--- src/rtl/core/palr_pkg.sv ---
`timescale 1ns / 1ps
// Shared types and constants for the palette resampling interpolator.
// Used by every module of the block but palr_ram; depends on nothing.
package palr_pkg;

    localparam int PALETTE_DEPTH = 256;
    localparam int MAX_LEVELS    = 4096;
    localparam int IDX_W         = 8;
    localparam int LEVEL_W       = 12;
    localparam int CH_W          = 8;
    localparam int COLOR_W       = 3 * CH_W;
    localparam int NUM_W         = 20;
    localparam int DIVD_W        = 21;
    localparam int CFG_DATA_W    = 13;
    localparam int QUEUE_DEPTH   = 4;
    localparam int QPTR_W        = 2;

    localparam logic CMD_WRITE = 1'b0;
    localparam logic CMD_QUERY = 1'b1;

    localparam logic CFG_PALETTE_COUNT = 1'b0;
    localparam logic CFG_LEVEL_COUNT   = 1'b1;

    typedef struct packed {
        logic               command;
        logic [IDX_W-1:0]   entry_index;
        logic [CH_W-1:0]    entry_red;
        logic [CH_W-1:0]    entry_green;
        logic [CH_W-1:0]    entry_blue;
        logic [LEVEL_W-1:0] level_index;
    } in_item_t;

    typedef struct packed {
        logic [CH_W-1:0] out_red;
        logic [CH_W-1:0] out_green;
        logic [CH_W-1:0] out_blue;
        logic            level_clipped;
    } out_item_t;

    typedef struct packed {
        logic [IDX_W-1:0]   pmax;
        logic [LEVEL_W-1:0] lmax;
    } span_t;

    typedef struct packed {
        logic               is_write;
        logic               last;
        logic               clipped;
        logic [IDX_W-1:0]   addr;
        logic [COLOR_W-1:0] color;
        logic [NUM_W-1:0]   rem;
        logic [IDX_W-1:0]   quo;
    } div_stage_t;

    typedef struct packed {
        logic               is_write;
        logic [IDX_W-1:0]   addr;
        logic [COLOR_W-1:0] color;
        logic               clipped;
        logic [LEVEL_W-1:0] rem;
    } queue_item_t;

endpackage

--- src/rtl/core/palr_front.sv ---
`timescale 1ns / 1ps
// Front end: accepts beats, classifies them and finds the palette segment
// with a pipelined restoring divider. Depends on palr_pkg.
module palr_front (
    input  logic                  clk,
    input  logic                  rst_n,
    input  logic                  in_valid,
    output logic                  in_stall,
    input  palr_pkg::in_item_t    in_data,
    input  palr_pkg::span_t       span,
    output logic                  q_push,
    input  logic                  q_ready,
    output palr_pkg::queue_item_t q_data
);

    localparam int NDIV = palr_pkg::IDX_W;

    logic                 adv;
    logic                 s0_vld_reg;
    palr_pkg::in_item_t   s0_item_reg;
    logic [NDIV:0]        vld_reg;
    palr_pkg::div_stage_t st_reg  [0:NDIV];
    palr_pkg::div_stage_t st_next [0:NDIV];
    logic [palr_pkg::NUM_W-1:0] trial [1:NDIV];

    assign adv      = !(vld_reg[NDIV] && !q_ready);
    assign in_stall = !adv;
    assign q_push   = vld_reg[NDIV] && q_ready;

    always_comb
    begin
        st_next[0].is_write = (s0_item_reg.command == palr_pkg::CMD_WRITE);
        st_next[0].last     = (s0_item_reg.level_index >= span.lmax);
        st_next[0].clipped  = (s0_item_reg.level_index > span.lmax);
        st_next[0].addr     = st_next[0].is_write ? s0_item_reg.entry_index : span.pmax;
        st_next[0].color    = {s0_item_reg.entry_red, s0_item_reg.entry_green,
                               s0_item_reg.entry_blue};
        st_next[0].rem      = st_next[0].last ? '0 :
                              palr_pkg::NUM_W'(span.pmax) *
                              palr_pkg::NUM_W'(s0_item_reg.level_index);
        st_next[0].quo      = '0;
        for (int j = 1; j <= NDIV; j++)
        begin
            st_next[j] = st_reg[j-1];
            trial[j]   = palr_pkg::NUM_W'(span.lmax) << (NDIV - j);
            if (st_reg[j-1].rem >= trial[j])
            begin
                st_next[j].rem         = st_reg[j-1].rem - trial[j];
                st_next[j].quo[NDIV-j] = 1'b1;
            end
        end
    end

    always_ff @(posedge clk or negedge rst_n)
    begin
        if (!rst_n)
        begin
            s0_vld_reg <= 1'b0;
            vld_reg    <= '0;
        end
        else if (adv)
        begin
            s0_vld_reg <= in_valid;
            vld_reg    <= {vld_reg[NDIV-1:0], s0_vld_reg};
        end
    end

    always_ff @(posedge clk)
    begin
        if (adv)
        begin
            s0_item_reg <= in_data;
            for (int j = 0; j <= NDIV; j++)
            begin
                st_reg[j] <= st_next[j];
            end
        end
    end

    always_comb
    begin
        q_data.is_write = st_reg[NDIV].is_write;
        q_data.addr     = (st_reg[NDIV].is_write || st_reg[NDIV].last) ?
                          st_reg[NDIV].addr : st_reg[NDIV].quo;
        q_data.color    = st_reg[NDIV].color;
        q_data.clipped  = st_reg[NDIV].clipped;
        q_data.rem      = st_reg[NDIV].rem[palr_pkg::LEVEL_W-1:0];
    end

endmodule

--- config.mk ---
export PLATFORM = sky130hd
export DESIGN_NAME = palr_front
export DESIGN_NICKNAME = d
export VERILOG_FILES = /design/src/rtl/core/palr_pkg.sv /design/src/rtl/core/palr_front.sv
export SDC_FILE = /design/constraint.sdc
export NUM_CORES = 1
export LEC_CHECK = 0
export ABC_AREA = 0
export BUFFER_PORTS_ARGS = -buffer_cell sky130_fd_sc_hd__buf_2
export CORE_ASPECT_RATIO = 2
export CORE_UTILIZATION = 60
export CTS_BUF_LIST = sky130_fd_sc_hd__clkbuf_16
export DETAILED_ROUTE_END_ITERATION = 8
export GPL_ROUTABILITY_DRIVEN = 0
export PLACE_DENSITY = 0.75
export SYNTH_ARGS = -nofsm -noshare
export SYNTH_HDL_FRONTEND = slang
export SYNTH_SLANG_ARGS = --single-unit
--- constraint.sdc ---
create_clock -name clk -period 20.4 [get_ports clk]
set_clock_uncertainty 0.15 [all_clocks]
set_input_delay 1.02 -clock clk [delete_from_list [all_inputs] [get_ports clk]]
set_output_delay 1.02 -clock clk [all_outputs]
set_load 0.005 [all_outputs]
# Word-level counts from Yosys, hierarchy flattened
# Memory sizes are Yosys's and may differ from the RTL's.
# Index checks and enable logic that the tools add are counted.
# W data, S select, Z words.
# word_totals
ramBits,567
mem_count,1
reg_bits,55
output_inout_bits,48
inputBits,69
# memory_table
name,words,width,read_ports,rd_ports_with_merged_regs,wr,line,source
st_reg,9,63,9,0,9,palr_front.sv:22,palr_pkg::div_stage_t st_reg [0:NDIV];
# op_classes
add_sub_neg,8
mul,1
n_bitwise,1
mux,19
reduce_logical,4
magnitude_cmp,10
# op_table
cell,count
$mux W20,8
$mux W21,1
$ge A20 B12 Y1,1
$ge A20 B13 Y1,1
$ge A20 B14 Y1,1
$ge A20 B15 Y1,1
$ge A20 B16 Y1,1
$ge A20 B17 Y1,1
$ge A20 B18 Y1,1
$ge A20 B19 Y1,1
$mul A8 B12 Y20,1
$sub A20 B12 Y20,1
$sub A20 B13 Y20,1
$sub A20 B14 Y20,1
$sub A20 B15 Y20,1
$sub A20 B16 Y20,1
$sub A20 B17 Y20,1
$sub A20 B18 Y20,1
$sub A20 B19 Y20,1
$mux W8,2
$ge A12 B12 Y1,1
$gt A12 B12 Y1,1
$mux W1,8
$logic_and A1 B1 Y1,2
other kinds (3),3

# Logic depth before layout (Yosys ltp)
# logic_depth
depth_word,3
mapped_depth,19
mapped_depth_nobuf,17

# Worst setup path before layout
# No wires, ideal clock.
# synth_path
path_type,input-to-reg
from,in q_ready
to,reg vld_reg[0]
setup_slack_ns,1.362
t_arrival_ns,18.736
setup_time_ns,0.152
t_required_ns,20.098
path_stages,3
path_buffers,1
path_cell_list,nand2b_1 > buf_1 > mux2_2
# synth_between
elab_chain_len,2
# synth_rtl
element,line,source
"start, declared",palr_front.sv:12,"input logic q_ready,"
$logic_not A1 Y1,palr_front.sv:26,assign adv = !(vld_reg[NDIV] && !q_ready);
$logic_and A1 B1 Y1,palr_front.sv:26,
"end signal, assigned",palr_front.sv:64,"vld_reg <= {vld_reg[NDIV-1:0], s0_vld_reg};"
"end, declared",palr_front.sv:21,logic [NDIV:0] vld_reg;
# Every way passes these cells.
# A chain may end at the register's enable or synchronous reset.

==> metrics.md <==
| Metric | Value |
|---|---|
| Outcome | completed |
| Hold Vio Cnt, Final | 0 |
| Skew-Pair Late Insertion Delay | around 0.58 ns |
| Critical path data required time | around 20 ns |
| Net switching power | between 1.5 and 2 mW |
| FFs w/ async S/R, synth | ~1.7% |
| Crit Path Max Fanout | 13 |
| H-tree depth | 2 |
| Global-route wire length before repair | around 81,000 um |
| Overall fraction of global-route tracks in use | around 22% |
| Post-DP HPWL | between 30,000 and 40,000 um |
| CP arrival | around 5.9 ns |
| Clock tree buffer depth | 3 |
| Fin crit period | between 5 and 6 ns |
| DRT Wirelength | 51,300 um |
| Largest net degree at the start of global routing | 90 |
| Setup violations, final | 0 |
| Die X | around 150 um |
| Gate Count Post-Synth | 1,951 |
| Critical path startpoint category | input pin |
| Combinational Power Share | about two fifths |
| Syn Nets | between 2,000 and 2,500 |
| Antenna violations before repair | 0 |
| Max-Slew Margin vs Limit | approximately 29% |
| Ant. Diodes | 0 |
| Yosys cell types | 75 |
| Area growth, synth to finish | 9.28% |
| Vias | ~16,000 |
| DRT antenna net count | 0 |
| Final instance area | ~0.030 mm2 |
| Post-synthesis register bit count | 578 |
| Root buffer cell | clkbuf_16 |
| Post-DP Area | 0.0285 mm2 |
| # DRC | 0 |
| Max Slew Vio Count | 0 |
| Max frequency | between 0.15 and 0.2 GHz |
| Die ar. | 0.0468 mm2 |
| Number of global-route vias before repair | 16,600 |
| CTS buffer count | between 40 and 50 |
| Max cap viols | 0 |
| Worst-margin pin slew | between 1 and 1.5 ns |
| RSZ-0062 raised after global routing | false |
| Ports | 117 |
| FP Rows | 110 |
| Reg area | around 0.017 mm2 |
| DR WL/cell | around 19 um |
| CP endpoint kind | register |
| Internal | between 3 and 4 mW |
| Worst Hold Class | in2async |
| Clock-pin slew on the worst setup and hold paths | 0.07 ns |
| Setup CP Type | in2reg |
| Post-CTS sizing | 0 |
| Leak Pwr | 11.7 nW |
| Fin crit share | between 20 and 30% |
| Starting Density | between 60% and 70% |
| Drt pass-1 iters | 5 |
| TNS Setup | 0 ns |
| Maximum VDD drop | 0.0000971 V |
| Sequential share of power | 43.2% |
| Max reg flops | ~520 |
| Clock Power Share | 18.5% |
| Pwr Density | between 150 and 200 mW/mm2 |
| Final net count | approximately 2,300 |
| I/O Buffers | 116 |
| Mean Syn Cell Area | 14.1 um2 |
| EDFF count, synth | around 570 |
| Die Y-Extent | about 310 um |
| Area of the multi-input gates | just over 0.009 mm2 |
| Synth Warn # | 0 |
| DRT iter0 DRCs | approximately 840 |
| CTS Sinks | 578 |
| Post-CTS Setup Bufs | 0 |
| Mean number of vias per cell | about 6 |
| Sw Ratio | between 30% and 40% |
| Filler cell count | around 3,100 |
| CTS tree | done |
| Layout cells sized above 1 | between 10% and 20% |
| Post-synthesis cell area | 0.0276 mm2 |
| Hold bufs inserted after CTS | 0 |
| Seq/Total Area, Yosys | ~63% |
| GRT overflow | 0 |
| Core region area | about 0.045 mm2 |
| Top_reg_cell synth | edfxtp_1 |
==> critical path: stages <==
cell and delay (ns):
buf_2 0.23, nand2_1 0.13, fa_1 0.52, fa_1 0.54
inv_1 0.05, fa_1 0.53, inv_1 0.05, fa_1 0.53
inv_1 0.04, ha_1 0.34, nor4_1 0.38, a211oi_1 0.11
a221oi_1 0.46, o21ai_0 0.30, a311oi_1 0.42, xor2_1 0.18
nor2_1 0.06
==> area by class of cell <==
cell class | count | area share, %
inverter | 137 | 1.72
clock inverter | 35 | 1.33
clock buffer | 49 | 4.07
timing repair buffer | 126 | 2.18
multi-input combinational | 1165 | 30.9
sequential | 578 | 57.5
tap | 560 | 2.33
==> cell usage in the layout, fill, tap and decap left out, drive strengths merged, types with 49 or more instances in the layout <==
| cell type | Yosys | final |
|---|---|---|
| edfxtp | 568 | 568 |
| inv | 137 | 151 |
| ha | 148 | 148 |
| buf | 51 | 126 |
| nor2 | 115 | 115 |
| nand2 | 110 | 110 |
| a21oi | 81 | 81 |
| o21ai | 75 | 75 |
| and2 | 70 | 70 |
| fa | 68 | 68 |
| mux2 | 58 | 58 |
| xnor2 | 57 | 57 |
| clkbuf | 20 | 49 |
==> cells by family after synthesis <==
group / after synthesis / share of synthesized area, %
AO/OA/AOI/OAI: 317 / 7.52
XOR/XNOR: 92 / 2.92
adder cells (fa/ha/maj): 216 / 11.7
buffers and inverters: 208 / 3.51
flip-flops: 578 / 62.8
multiplexers: 68 / 2.80
AND/OR/NAND/NOR: 472 / 8.77
==> per-stage QoR <==
step           power (mW)  util [%]  worst slack [ns]  hold slack (ns)  std cells
3_3_place_gp         4.06      63.1             14.17            0.251       2566
5_1_grt              5.45      66.7             14.39            0.133       2650
6_report             5.13      66.7             14.65            0.137       2650
2_1_floorplan        3.89         -              1.36            0.250       1951
4_1_cts              5.14      66.7             14.69            0.118       2650
3_5_place_dp         4.17      63.1             14.09            0.255       2566
==> power by group through the flow <==
stage | clock (mW) | combinational (mW) | sequential (mW)
global placement | 0 | 1.86 | 2.20
global route | 1.01 | 2.18 | 2.26
floorplan | 0 | 1.55 | 2.34
finish | 0.950 | 1.96 | 2.22
CTS | 0.969 | 1.95 | 2.22
detailed placement | 0 | 1.93 | 2.23
==> worst paths after layout <==
kind	start	depth (start not counted)	slack, ns	end
setup / recovery	span[19]	17	14.65	st_reg[0][26]$_SDFFCE_PP0N_
hold / removal	rst_n	1	0.14	vld_reg[4]$_DFFE_PN0N_
setup reg to reg	s0_item_reg[1]$_DFFE_PN_	16	14.73	st_reg[0][26]$_SDFFCE_PP0N_
hold reg to reg	st_reg[0][183]$_DFFE_PN_	0	0.26	st_reg[0][246]$_DFFE_PN_
max in group asynchronous	rst_n	1	19.79	vld_reg[3]$_DFFE_PN0N_
min in group clk	st_reg[0][183]$_DFFE_PN_	0	0.26	st_reg[0][246]$_DFFE_PN_
==> per-layer routing <==
| metal | wire [um] | vias to the layer above | part of all wire, % | global-route usage (%) |
|---|---|---|---|---|
| li1 | - | 7348 | - | - |
| met1 | 16600 | 7666 | 32 | 20.0 |
| met2 | 29500 | 461 | 57 | 44.5 |
| met3 | 1690 | 200 | 3.3 | 2.45 |
| met4 | 3550 | 0 | 6.9 | 15.7 |
| met5 | 0 | - | 0 | 0 |
==> Yosys cell counts (13+ instances only) <==
cell      instances  area share [%]
xnor2_1          57             1.8
buf_4            42             1.1
nand3_1          21            0.38
o31ai_1          13            0.35
nor2_1          115             1.6
a21oi_1          81             1.5
mux2_2           46             1.9
nand4_1          18            0.41
fa_1             68             4.9
o21a_1           33            0.90
and2_1           69             1.6
a21o_1           27            0.74
ha_1            148             6.7
o21ai_0          71             1.3
xor2_1           35             1.1
clkbuf_1         20            0.27
nand2_1         109             1.5
nor2b_1          33            0.75
edfxtp_1        568              62
nor3_1           30            0.54
inv_1           135             1.8
(Power assumes the default switching activity.)
