===== config.mk =====
export PLATFORM = sky130hd
export DESIGN_NAME = palr_queue
export DESIGN_NICKNAME = d
export VERILOG_FILES = /design/src/rtl/core/palr_pkg.sv /design/src/rtl/core/palr_queue.sv
export SDC_FILE = /design/constraint.sdc
export NUM_CORES = 1
export LEC_CHECK = 0
export BUFFER_PORTS_ARGS = -buffer_cell sky130_fd_sc_hd__buf_2
export CAP_MARGIN = 20
export CORE_MARGIN = 1.5
export CORE_UTILIZATION = 30
export CTS_BUF_LIST = sky130_fd_sc_hd__clkbuf_4 sky130_fd_sc_hd__clkbuf_8
export CTS_CLUSTER_DIAMETER = 30
export DETAILED_ROUTE_END_ITERATION = 8
export PLACE_DENSITY = 0.48
export SYNTH_ARGS = -nofsm -noshare
export SYNTH_HDL_FRONTEND = slang
export SYNTH_SLANG_ARGS = --single-unit

===== constraint.sdc =====
create_clock -name clk -period 3.22 [get_ports clk]
set_clock_uncertainty 0.2 [all_clocks]
set_input_delay 0.322 -clock clk [delete_from_list [all_inputs] [get_ports clk]]
set_output_delay 0.322 -clock clk [all_outputs]
set_load 0.01 [all_outputs]

===== src/rtl/core/palr_pkg.sv =====
`timescale 1ns / 1ps
// Shared types and constants for the palette resampling interpolator.
// Used by every module of the block but palr_ram; depends on nothing.
package palr_pkg;

    localparam int PALETTE_DEPTH = 256;
    localparam int MAX_LEVELS    = 4096;
    localparam int IDX_W         = 8;
    localparam int LEVEL_W       = 12;
    localparam int CH_W          = 8;
    localparam int COLOR_W       = 3 * CH_W;
    localparam int NUM_W         = 20;
    localparam int DIVD_W        = 21;
    localparam int CFG_DATA_W    = 13;
    localparam int QUEUE_DEPTH   = 4;
    localparam int QPTR_W        = 2;

    localparam logic CMD_WRITE = 1'b0;
    localparam logic CMD_QUERY = 1'b1;

    localparam logic CFG_PALETTE_COUNT = 1'b0;
    localparam logic CFG_LEVEL_COUNT   = 1'b1;

    typedef struct packed {
        logic               command;
        logic [IDX_W-1:0]   entry_index;
        logic [CH_W-1:0]    entry_red;
        logic [CH_W-1:0]    entry_green;
        logic [CH_W-1:0]    entry_blue;
        logic [LEVEL_W-1:0] level_index;
    } in_item_t;

    typedef struct packed {
        logic [CH_W-1:0] out_red;
        logic [CH_W-1:0] out_green;
        logic [CH_W-1:0] out_blue;
        logic            level_clipped;
    } out_item_t;

    typedef struct packed {
        logic [IDX_W-1:0]   pmax;
        logic [LEVEL_W-1:0] lmax;
    } span_t;

    typedef struct packed {
        logic               is_write;
        logic               last;
        logic               clipped;
        logic [IDX_W-1:0]   addr;
        logic [COLOR_W-1:0] color;
        logic [NUM_W-1:0]   rem;
        logic [IDX_W-1:0]   quo;
    } div_stage_t;

    typedef struct packed {
        logic               is_write;
        logic [IDX_W-1:0]   addr;
        logic [COLOR_W-1:0] color;
        logic               clipped;
        logic [LEVEL_W-1:0] rem;
    } queue_item_t;

endpackage


===== src/rtl/core/palr_queue.sv =====
`timescale 1ns / 1ps
// Short register queue between the front end and the back end.
// Depends on palr_pkg.
module palr_queue (
    input  logic                  clk,
    input  logic                  rst_n,
    input  logic                  push,
    input  palr_pkg::queue_item_t push_data,
    output logic                  ready,
    input  logic                  pop,
    output logic                  valid,
    output palr_pkg::queue_item_t head
);

    palr_pkg::queue_item_t         slot_reg [palr_pkg::QUEUE_DEPTH];
    logic [palr_pkg::QPTR_W-1:0]   wr_reg;
    logic [palr_pkg::QPTR_W-1:0]   rd_reg;
    logic [palr_pkg::QPTR_W:0]     cnt_reg;
    logic [palr_pkg::QPTR_W:0]     cnt_next;

    assign valid = (cnt_reg != '0);
    assign ready = (cnt_reg != (palr_pkg::QPTR_W+1)'(palr_pkg::QUEUE_DEPTH)) || pop;
    assign head  = slot_reg[rd_reg];

    always_comb
    begin
        cnt_next = cnt_reg;
        if (push && !pop)
        begin
            cnt_next = cnt_reg + 1'b1;
        end
        else if (pop && !push)
        begin
            cnt_next = cnt_reg - 1'b1;
        end
    end

    always_ff @(posedge clk or negedge rst_n)
    begin
        if (!rst_n)
        begin
            wr_reg  <= '0;
            rd_reg  <= '0;
            cnt_reg <= '0;
        end
        else
        begin
            if (push)
            begin
                wr_reg <= wr_reg + 1'b1;
            end
            if (pop)
            begin
                rd_reg <= rd_reg + 1'b1;
            end
            cnt_reg <= cnt_next;
        end
    end

    always_ff @(posedge clk)
    begin
        if (push)
        begin
            slot_reg[wr_reg] <= push_data;
        end
    end

endmodule


**Word-level counts from Yosys, hierarchy flattened**

Memories as Yosys holds them, arrays and structs flattened.
Cells that the tools add are included.

- Bits in registers: 7
- Bits in writable memories: 184
- Input port bits: 50
- Output and inout port bits: 48
- Logic and storage cells: 20
- Memories: 1

- $add $sub $neg: 4
- Eq/ne operators: 1
- Muxes and demuxes: 4
- Reductions and logical operators: 7

Memory list:

| name | depth | width | rd ports | clocked after Yosys merged registers in | wr ports | RTL line | RTL |
|---|---|---|---|---|---|---|---|
| slot_reg | 4 | 46 | 1 | 0 | 1 | palr_queue.sv:15 | `palr_pkg::queue_item_t slot_reg [palr_pkg::QUEUE_DEPTH];` |

Operators with widths:

| kind | number |
|---|---|
| 2-to-1 mux 3 bit | 2 |
| adder 2 x 1 -> 2 bit (second input constant) | 2 |
| adder 3 x 1 -> 3 bit (second input constant) | 1 |
| != test 3 bit (second input constant) | 1 |
| nonzero test 3 bit | 1 |
| subtractor 3 x 1 -> 3 bit (second input constant) | 1 |
| logical AND 1 bit | 2 |
| logical NOT 1 bit | 2 |
| 2-to-1 mux 1 bit | 2 |
| nonzero test 2 bit | 1 |
| logical OR 1 bit | 1 |

**Depth between registers and ports, before layout**

Gate-level depths: netlist (run 1).

- Depth after elaboration: 4
- Gate-level depth with buffers: 7
- Mapped depth without buffers: 7

**Worst setup path before layout (run 1)**

OpenSTA, ideal clock, no wires.

- Path type: register to register
- Start: reg wr_reg[0] (netlist bit)
- End: mem slot_reg[2][0] (netlist bit) (enable)
- Setup time: 0.408 ns
- Arrival: 1.718 ns
- Required time: 2.612 ns
- Slack: 0.894 ns
- Cell stages (with the launch flop): 4
- Buffers on the path: 0
- Clock period less this slack: 2.326 ns
- Cell sequence: dfrtp_1 > inv_1 > ha_1 > and2_1

RTL lines:

| item | RTL line | RTL |
|---|---|---|
| from (decl) | palr_queue.sv:16 | `logic [palr_pkg::QPTR_W-1:0] wr_reg;` |
| from (signal assigned) | palr_queue.sv:50 | `wr_reg <= wr_reg + 1'b1;` |
| to (decl) | palr_queue.sv:15 |  |

No word-level cell before the write port.

==> impl_metrics.tcl, run 1 <==
set metrics [dict create \
    status "complete, no violations" \
    antenna_found_initial 1 \
    antennaDiodeCount 0 \
    relSlewSlack 0.544 \
    clk_pin_slew_ns 0.10 \
    max_stage_delay_ns 0.81 \
    finalCritPeriodShare 0.873 \
    yosys-top-cells-area "edfxtp_1, mux4_2, dfrtp_1, ha_1, xor2_1" \
    worst_ep_required_time_ns 2.70 \
    power_leakage_nw 3.05 \
    synth_top_area_frac 0.786 \
    port-buffer-count 97 \
    grt_usage 0.116 \
    cp.arrival_ns 2.29 \
    crit_family "flip-flops" \
    finalNonFillerCells 765 \
    fmaxAchievable_mhz 356 \
    hold_start "cnt_reg[2]" \
    synth_most_common_cell "edfxtp_1" \
    synth_edf_count 184 \
    cts_buffers 17 \
    hold_viol 0 \
    drc_errors 0 \
    cts.sinks 191 \
    seq_area_frac_synth 0.811 \
    final_nets 498 \
    fin_crit_ns 2.81 \
    worst-path-max-fanout 26 \
    yosysTopAreaCell "edfxtp_1" \
    synthToLayoutAreaGrowth_pct 26.3 \
    cp-end-kind "output pin" \
    die_x_um 156 \
    place_inst 686 \
    async_flop_share 0.0366 \
    chipHeight_um 156 \
    reg2reg_from "wr_reg[1]" \
    synth_area_per_cell_um2 25.6 \
    peakVddDrop_v 0.000331 \
    r2r_end "slot_reg[1][24]" \
    largest_reg_flops 184 \
    first_pass_iters 4 \
    crit_slowest_cell "dfrtp_4" \
    post_cts_buffers 0 \
    r2r_cells 4 \
    ctsHoldBuffers 50 \
    power.total_mw 7.29 \
    num_vias 3331 \
    hpwl_mm 8.13 \
    rows 55 \
    htreeDepth 4 \
    wl_mm 13.3 \
    grt_pass1_wl_mm 20.5 \
    worstMarginPinSlew_ns 0.684 \
    hold_ws_ns 0.312 \
    wl_per_cell_um 17.4 \
    crit_type "reg -> out" \
    holdPathStages 1 \
    start_kind "flip-flop" \
    ant_nets 0 \
    path_buf_inv 2 \
    vias_per_cell 4.35 \
    io_pins 98 \
    grt_start_max_net_pins 41 \
    final_max_slew_viol_count 0 \
    syn_nets 331 \
    drtIter0Drc 148 \
    cts_root_buffer "clkbuf_8" \
    rsz0062_at_grt "no" \
    syn_inst 275 \
    place.gp.congestion 0.691 \
    synth.distinct_cells 19 \
    cellPowerDensity_nw_per_um2 821 \
    ys.flop_type "edfxtp_1" \
    dieArea_um2 24400 \
    regToRegSetupSlack_ns 1.10 \
    worstSkewPairLatency_ns 0.44 \
    cp_cell_sequence "buf_12 > mux4_2 > buf_2" \
    synth_commonest_cells "edfxtp_1, mux4_2, dfrtp_1" \
    grt_overflow 0 \
    cts_tree "built" \
    syn_area_um2 7030 \
    setup_violations 0 \
    ys_ff_latch 191 \
    start_util 0.308 \
    post_route_cells_drive_above_1_share 0.418 \
    cts_resized 0 \
    cts_buffer_depth 2 \
    hold_path.class "reg -> reg" \
    core-area_um2 22800 \
    synth_warnings 0 \
    drv_cap 0 \
    grt_pass1_vias 3702 \
    fin_tns_setup_ns 0 \
    hold_end "cnt_reg[2]" \
]
## worst register-to-register path, delay by kind of cell, from the launching register on
kind	cells	cell delay, ns
DFF	1	0.41
and+or+nand+nor	1	0.58
buffers and inverters	2	0.47
adders and majority gates	1	0.15
## worst max path at each step
stage               depth (start not counted)  slack (ns)        endpoint  startpoint
finish                                      3        0.41        head[45]   rd_reg[0]
global route                                3        0.19        head[45]   rd_reg[0]
CTS                                         3        0.29        head[45]   rd_reg[0]
detailed placement                          3        0.81        head[45]   rd_reg[0]
global placement                            3        0.83        head[45]   rd_reg[0]
floorplan                                   3        0.89  slot_reg[2][0]   wr_reg[0]
## layer usage
metal | wire length (um) | part of all wire | GRT usage | vias to the layer above
met1 | 5780 | 0.44 | 0.139 | 1753
met2 | 6750 | 0.51 | 0.198 | 68
met3 | 578 | 0.044 | 0.0358 | 15
li1 | - | - | - | 1493
met5 | 13 | 0.00098 | 0 | -
met4 | 154 | 0.012 | 0.0395 | 2
## per-stage QoR
stage / setup slack, ns / utilization / cell area [um^2]
after floorplan: 0.894 / - / 7030
after global placement: 0.825 / 0.350 / 7960
after detailed placement: 0.814 / 0.350 / 7960
after CTS: 0.293 / 0.390 / 8880
after global routing: 0.192 / 0.390 / 8880
final: 0.410 / 0.390 / 8880
## power breakdown
group | switching, mW | internal, mW | leakage, nW
Clock | 0.820 | 0.844 | 0.211
Sequential | 0.241 | 3.25 | 1.77
Combinational | 1.07 | 1.06 | 1.07
## area by class of cell
| cell class | instances | area [um^2] |
|---|---|---|
| well taps | 313 | 392 |
| flip-flops and latches | 191 | 5710 |
| clock inverters | 12 | 181 |
| inverters | 4 | 15.0 |
| repair buffers | 158 | 1110 |
| multi-input cells | 70 | 1240 |
| clock buffers | 17 | 234 |
| fillers | 2133 | 13900 |
## layout by cell type, fill, tap and decap left out, types with 3 or more instances in the layout
cell,n
ha_1,5
dlygate4sd3_1,50
and2_2,4
mux4_2,46
bufinv_16,4
dfrtp_1,5
inv_6,5
clkbuf_8,17
edfxtp_1,184
buf_2,97
buf_12,3
xor2_1,4
buf_4,8
inv_1,4
## cells by family after synthesis
logic type / count (synthesis) / synth area share
flops: 191 / 0.811
buf+inv: 14 / 0.0125
fa+ha+maj: 6 / 0.0118
xor+xnor: 6 / 0.00748
compound gates: 1 / 0.000712
simple gates: 10 / 0.00730
mux: 47 / 0.149
Power figures use the tool's default switching activity.
==> inputs of run 2 (changes only) <==
--- a/config.mk
+++ b/config.mk
@@ -8,11 +8,11 @@
 export BUFFER_PORTS_ARGS = -buffer_cell sky130_fd_sc_hd__buf_2
 export CAP_MARGIN = 20
 export CORE_MARGIN = 1.5
-export CORE_UTILIZATION = 30
+export CORE_UTILIZATION = 59
 export CTS_BUF_LIST = sky130_fd_sc_hd__clkbuf_4 sky130_fd_sc_hd__clkbuf_8
 export CTS_CLUSTER_DIAMETER = 30
 export DETAILED_ROUTE_END_ITERATION = 8
-export PLACE_DENSITY = 0.48
+export PLACE_DENSITY = 0.83
 export SYNTH_ARGS = -nofsm -noshare
 export SYNTH_HDL_FRONTEND = slang
 export SYNTH_SLANG_ARGS = --single-unit
==> constraint.sdc (replaced) <==
create_clock -name clk -period 2.9 [get_ports clk]
set_clock_uncertainty 0.2 [all_clocks]
set_input_delay 0.29 -clock clk [delete_from_list [all_inputs] [get_ports clk]]
set_output_delay 0.29 -clock clk [all_outputs]
set_load 0.01 [all_outputs]
==> run 2 against run 1 <==
Effect of this change:
- the run now ends with design-rule violations left
- sequential power is 12% higher
- die area down 48%
- global-route usage increased by 9.3 points
- first-iteration DRC count increased by 55%
- final area shrank 2.0%
- core utilization up 37 points
- non-clock buffer count is 1 higher
- register-to-register slack worse by 0.19 ns
- routed wire length is 8.0% lower
- count of clock-buffer cells in the layout unchanged
- largest cell class unchanged
- highest routed layer is now met4
==> impl_metrics.tcl, run 2 (same netlist as run 1, synthesis figures left out) <==
set metrics [dict create \
    vias_per_cell 5.55 \
    worst_ep_required_time_ns 2.41 \
    endpoint "head[33]" \
    rsz0062_at_grt "no" \
    chipHeight_um 112 \
    r2r_cells 4 \
    worst-path-max-fanout 28 \
    crit_type "reg -> out" \
    drtIter0Drc 229 \
    wl_per_cell_um 20.4 \
    mostFrequentLayoutCells "edfxtp_1, buf_2, dlygate4sd3_1, mux4_2, clkbuf_8" \
    cts_root_buffer "clkbuf_8" \
    io_pins 98 \
    m1WireLength_mm 4.85 \
    cts_buffer_depth 2 \
    grt_start_max_net_pins 29 \
    grt_pass1_vias 3654 \
    cts.sinks 191 \
    final_nets 499 \
    regToRegSetupSlack_ns 0.91 \
    clk_pin_slew_ns 0.09 \
    die_x_um 112 \
    wl_met2_mm 6.75 \
    start_util 0.610 \
    hold_viol 0 \
    start_kind "flip-flop" \
    fin_ws_ns 0.234 \
    drv_cap 0 \
    top_layer "met4" \
    rows 39 \
    place_inst 517 \
    post_cts_buffers 0 \
    fin_area_um2 8700 \
    max_stage_delay_ns 0.71 \
    cp.arrival_ns 2.18 \
    wl_met3_um 519 \
    place.gp.congestion 0.672 \
    fin_crit_ns 2.67 \
    path_buf_inv 2 \
    power_leakage_nw 3.04 \
    final_max_slew_viol_count 0 \
    core-area_um2 11500 \
    crit_slowest_cell "dfrtp_4" \
    worstMarginPinSlew_ns 0.550 \
    place_area_um2 7740 \
    first_pass_iters 6 \
    fin_tns_setup_ns 0 \
    finalNonFillerCells 599 \
    worstSkewPairLatency_ns 0.43 \
    port-buffer-count 97 \
    ant_nets 0 \
    largest_reg_flops 184 \
    grt_overflow 0 \
    antenna_found_initial 0 \
    peakVddDrop_v 0.000713 \
    cts_tree "built" \
    cp_num_cells 3 \
    htreeDepth 4 \
    layout_commonest_cell "edfxtp_1" \
    num_vias 3324 \
    violations "design-rule violations" \
    status "finished with violations" \
    relSlewSlack 0.633 \
    fmaxAchievable_mhz 375 \
    setup_violations 0 \
    pre_cts_ws_ns 0.643 \
    synthToLayoutAreaGrowth_pct 23.8 \
    cp_cell_sequence "buf_12 > mux4_2 > buf_2" \
    drc_errors 12 \
    reg2reg_from "wr_reg[1]" \
    cts_buffers 17 \
    grt_pass1_wl_mm 19.2 \
    hpwl_mm 7.29 \
    finalCritPeriodShare 0.919 \
    dieArea_um2 12600 \
    r2r_end "slot_reg[1][28]" \
    cp-end-kind "output pin" \
    crit_start "rd_reg[0]" \
    hold_path.class "reg -> reg" \
    post_route_cells_drive_above_1_share 0.421 \
    antennaDiodeCount 0 \
    fillCellCount 629 \
    cellPowerDensity_nw_per_um2 930 \
    grt_usage 0.209 \
    wl_mm 12.2 \
    crit_family "flip-flops" \
]
-- run 2: cell types whose count changed in the layout (fill, tap and decap cells not counted), sizes merged --
cell / before / now
clkinvlp: 0 / 7
inv: 9 / 4
bufinv: 4 / 5
buf: 108 / 109
-- run 2: routing by layer --
layer / global-route usage / up-vias
met3: 0.0578 / 6
met2: 0.362 / 94
li1: - / 1492
met5: 0 / -
met4: 0.0582 / 0
met1: 0.265 / 1732
-- run 2: metrics by stage --
stage          hold slack (ns)  utilization  total power [mW]
6_report                 0.296        0.755              8.09
5_1_grt                  0.322        0.755              8.46
4_1_cts                  0.296        0.755              8.18
3_5_place_dp           -0.0671        0.672              6.26
3_3_place_gp           -0.0687        0.672              6.18
2_1_floorplan           -0.206            -              5.40
-- run 2: worst register-to-register path: cells and delay by family, from the launching register on --
kind / cells / cell delay (ns)
AND/OR/NAND/NOR: 1 / 0.50
flip-flops: 1 / 0.41
buffers and inverters: 2 / 0.43
adder cells (fa/ha/maj): 1 / 0.14
-- run 2: layout make-up --
type,instances,area [um^2],area share
flip-flops and latches,191,5710,0.656
well taps,143,179,0.0206
clock buffers,17,234,0.0269
inverters,4,15.0,0.00173
clock inverters,15,219,0.0252
repair buffers,159,1100,0.127
multi-input cells,70,1240,0.143
-- run 2: how the worst min path moves through the flow --
stage,start,endpoint,cells after the start
3_3_place_gp,rst_n,cnt_reg[2],1
5_1_grt,cnt_reg[2],cnt_reg[2],1
4_1_cts,cnt_reg[2],cnt_reg[2],1
6_report,cnt_reg[2],cnt_reg[2],1
2_1_floorplan,rst_n,cnt_reg[0],0
3_5_place_dp,rst_n,cnt_reg[2],1
-- run 2: timing repair --
item / in CTS / in global routing
hold endpoints to repair: 195 / 0
hold buffers: 50 / 0
gates resized for setup: 0 / 0
-- run 2: report_power, final --
part | internal, mW | switching, mW
Clock | 1.02 | 0.867
Sequential | 3.61 | 0.288
Combinational | 1.18 | 1.12
Total | 5.81 | 2.28
==> inputs of run 3 (changes only) <==
--- a/config.mk
+++ b/config.mk
@@ -13,6 +13,7 @@
 export CTS_CLUSTER_DIAMETER = 30
 export DETAILED_ROUTE_END_ITERATION = 8
 export PLACE_DENSITY = 0.83
+export RECOVER_POWER = 100
 export SYNTH_ARGS = -nofsm -noshare
 export SYNTH_HDL_FRONTEND = slang
 export SYNTH_SLANG_ARGS = --single-unit
==> run 3 against run 2 <==
Effect of this change:
- the flow still finishes with violations (design-rule violations)
- clock power about the same
- critical path type unchanged
- first-iteration DRC count decreased by 9.6%
- highest routed layer unchanged
- largest cell class unchanged
- sequential cell count unchanged
- routed wire length increased by 0.34%
- cell count unchanged
==> impl_metrics.tcl, run 3 (same netlist as run 1, synthesis figures left out) <==
set metrics [dict create \
    grt_pass1_vias 3654 \
    worst-path-max-fanout 28 \
    vias_per_cell 5.56 \
    dieArea_um2 12600 \
    crit_family "flip-flops" \
    drtIter0Drc 207 \
    regToRegSetupSlack_ns 0.43 \
    setup_violations 0 \
    drc_errors 12 \
    layout_commonest_cell "edfxtp_1" \
    die_x_um 112 \
    worstSkewPairLatency_ns 0.43 \
    worst_ep_required_time_ns 2.41 \
    htreeDepth 4 \
    fin_tns_setup_ns 0 \
    final_max_slew_viol_count 0 \
    cp.arrival_ns 2.18 \
    largest_reg_flops 184 \
    wl_mm 12.3 \
    clk_pin_slew_ns 0.09 \
    place_area_um2 7740 \
    place.gp.congestion 0.672 \
    path_buf_inv 2 \
    grt_usage 0.209 \
    fin_crit_ns 2.67 \
    post_route_cells_drive_above_1_share 0.204 \
    port-buffer-count 97 \
    crit_type "reg -> out" \
    antenna_found_initial 0 \
    grt_start_max_net_pins 29 \
    power_leakage_nw 2.76 \
    antennaDiodeCount 0 \
    fin_area_um2 8550 \
    ant_nets 0 \
    cellPowerDensity_nw_per_um2 933 \
    cp-end-kind "output pin" \
    final_util 0.743 \
    wl_per_cell_um 20.5 \
    fin_ws_ns 0.234 \
    post_cts_buffers 0 \
    peakVddDrop_v 0.000695 \
    cts_buffer_depth 2 \
    chipHeight_um 112 \
    synthToLayoutAreaGrowth_pct 21.7 \
    hpwl_mm 7.29 \
    cts.sinks 191 \
    cts_root_buffer "clkbuf_8" \
    fillCellCount 685 \
    core-area_um2 11500 \
    grt_pass1_wl_mm 19.2 \
    grt_overflow 0 \
    start_util 0.610 \
    io_pins 98 \
    pre_cts_ws_ns 0.643 \
    rsz0062_at_grt "no" \
    multi_input_area_um2 1240 \
    drv_cap 0 \
    cts_tree "built" \
    status "finished with violations" \
    violations "design-rule violations" \
    seq_area_um2 5710 \
    cts_buffers 17 \
    num_vias 3330 \
    hold_viol 0 \
    cp_cell_sequence "buf_12 > mux4_2 > clkbuf_1" \
    fmaxAchievable_mhz 375 \
    first_pass_iters 6 \
    start_kind "flip-flop" \
    worstMarginPinSlew_ns 1.28 \
    max_stage_delay_ns 0.71 \
    crit_slowest_cell "dfrtp_4" \
    mostFrequentLayoutCells "edfxtp_1, clkbuf_1, dlygate4sd3_1, mux4_2, clkbuf_8" \
    relSlewSlack 0.149 \
    final_nets 499 \
    rows 39 \
    finalCritPeriodShare 0.919 \
    hold_path.class "reg -> reg" \
]
[run 3: per-layer routing]
metal	global-route usage	vias up	routed length, um
met5	0	-	0
met4	0.0582	0	151
met3	0.0578	9	493
met2	0.362	86	6610
met1	0.265	1741	5000
li1	-	1494	-
[run 3: report_power, final]
group / internal (mW) / total [mW] / switching [mW]
clock: 1.02 / 1.89 / 0.872
sequential: 3.63 / 3.91 / 0.288
combinational: 1.03 / 2.17 / 1.14
[run 3: repair_timing]
item	CTS	global route
hold buffers	50	0
resized for setup	0	0
endpoints found under the hold margin	195	0
[run 3: path summary, 6_finish.rpt]
check	startpoint	cells after the start	end
max	rd_reg[0]	3	head[33]
min	cnt_reg[2]	1	cnt_reg[2]
max reg2reg	wr_reg[1]	4	slot_reg[1][15]
min reg2reg	cnt_reg[2]	1	cnt_reg[2]
max in group asynchronous	rst_n	3	rd_reg[0]
min in group asynchronous	rst_n	3	wr_reg[1]
[run 3: layout make-up]
type,count,share of cell area
multi-input combinational,70,0.145
sequential,191,0.667
timing repair buffer,159,0.112
tap,143,0.0209
clock buffer,17,0.0274
clock inverter,15,0.0256
inverter,4,0.00176
[run 3: per-stage QoR]
stage | instances | hold WS (ns) | total power [mW]
after global placement | 517 | -0.0687 | 6.18
after floorplan | 275 | -0.206 | 5.40
after CTS | 599 | 0.296 | 8.18
final | 599 | 0.297 | 7.98
after detailed placement | 517 | -0.0671 | 6.26
after global routing | 599 | 0.322 | 8.34
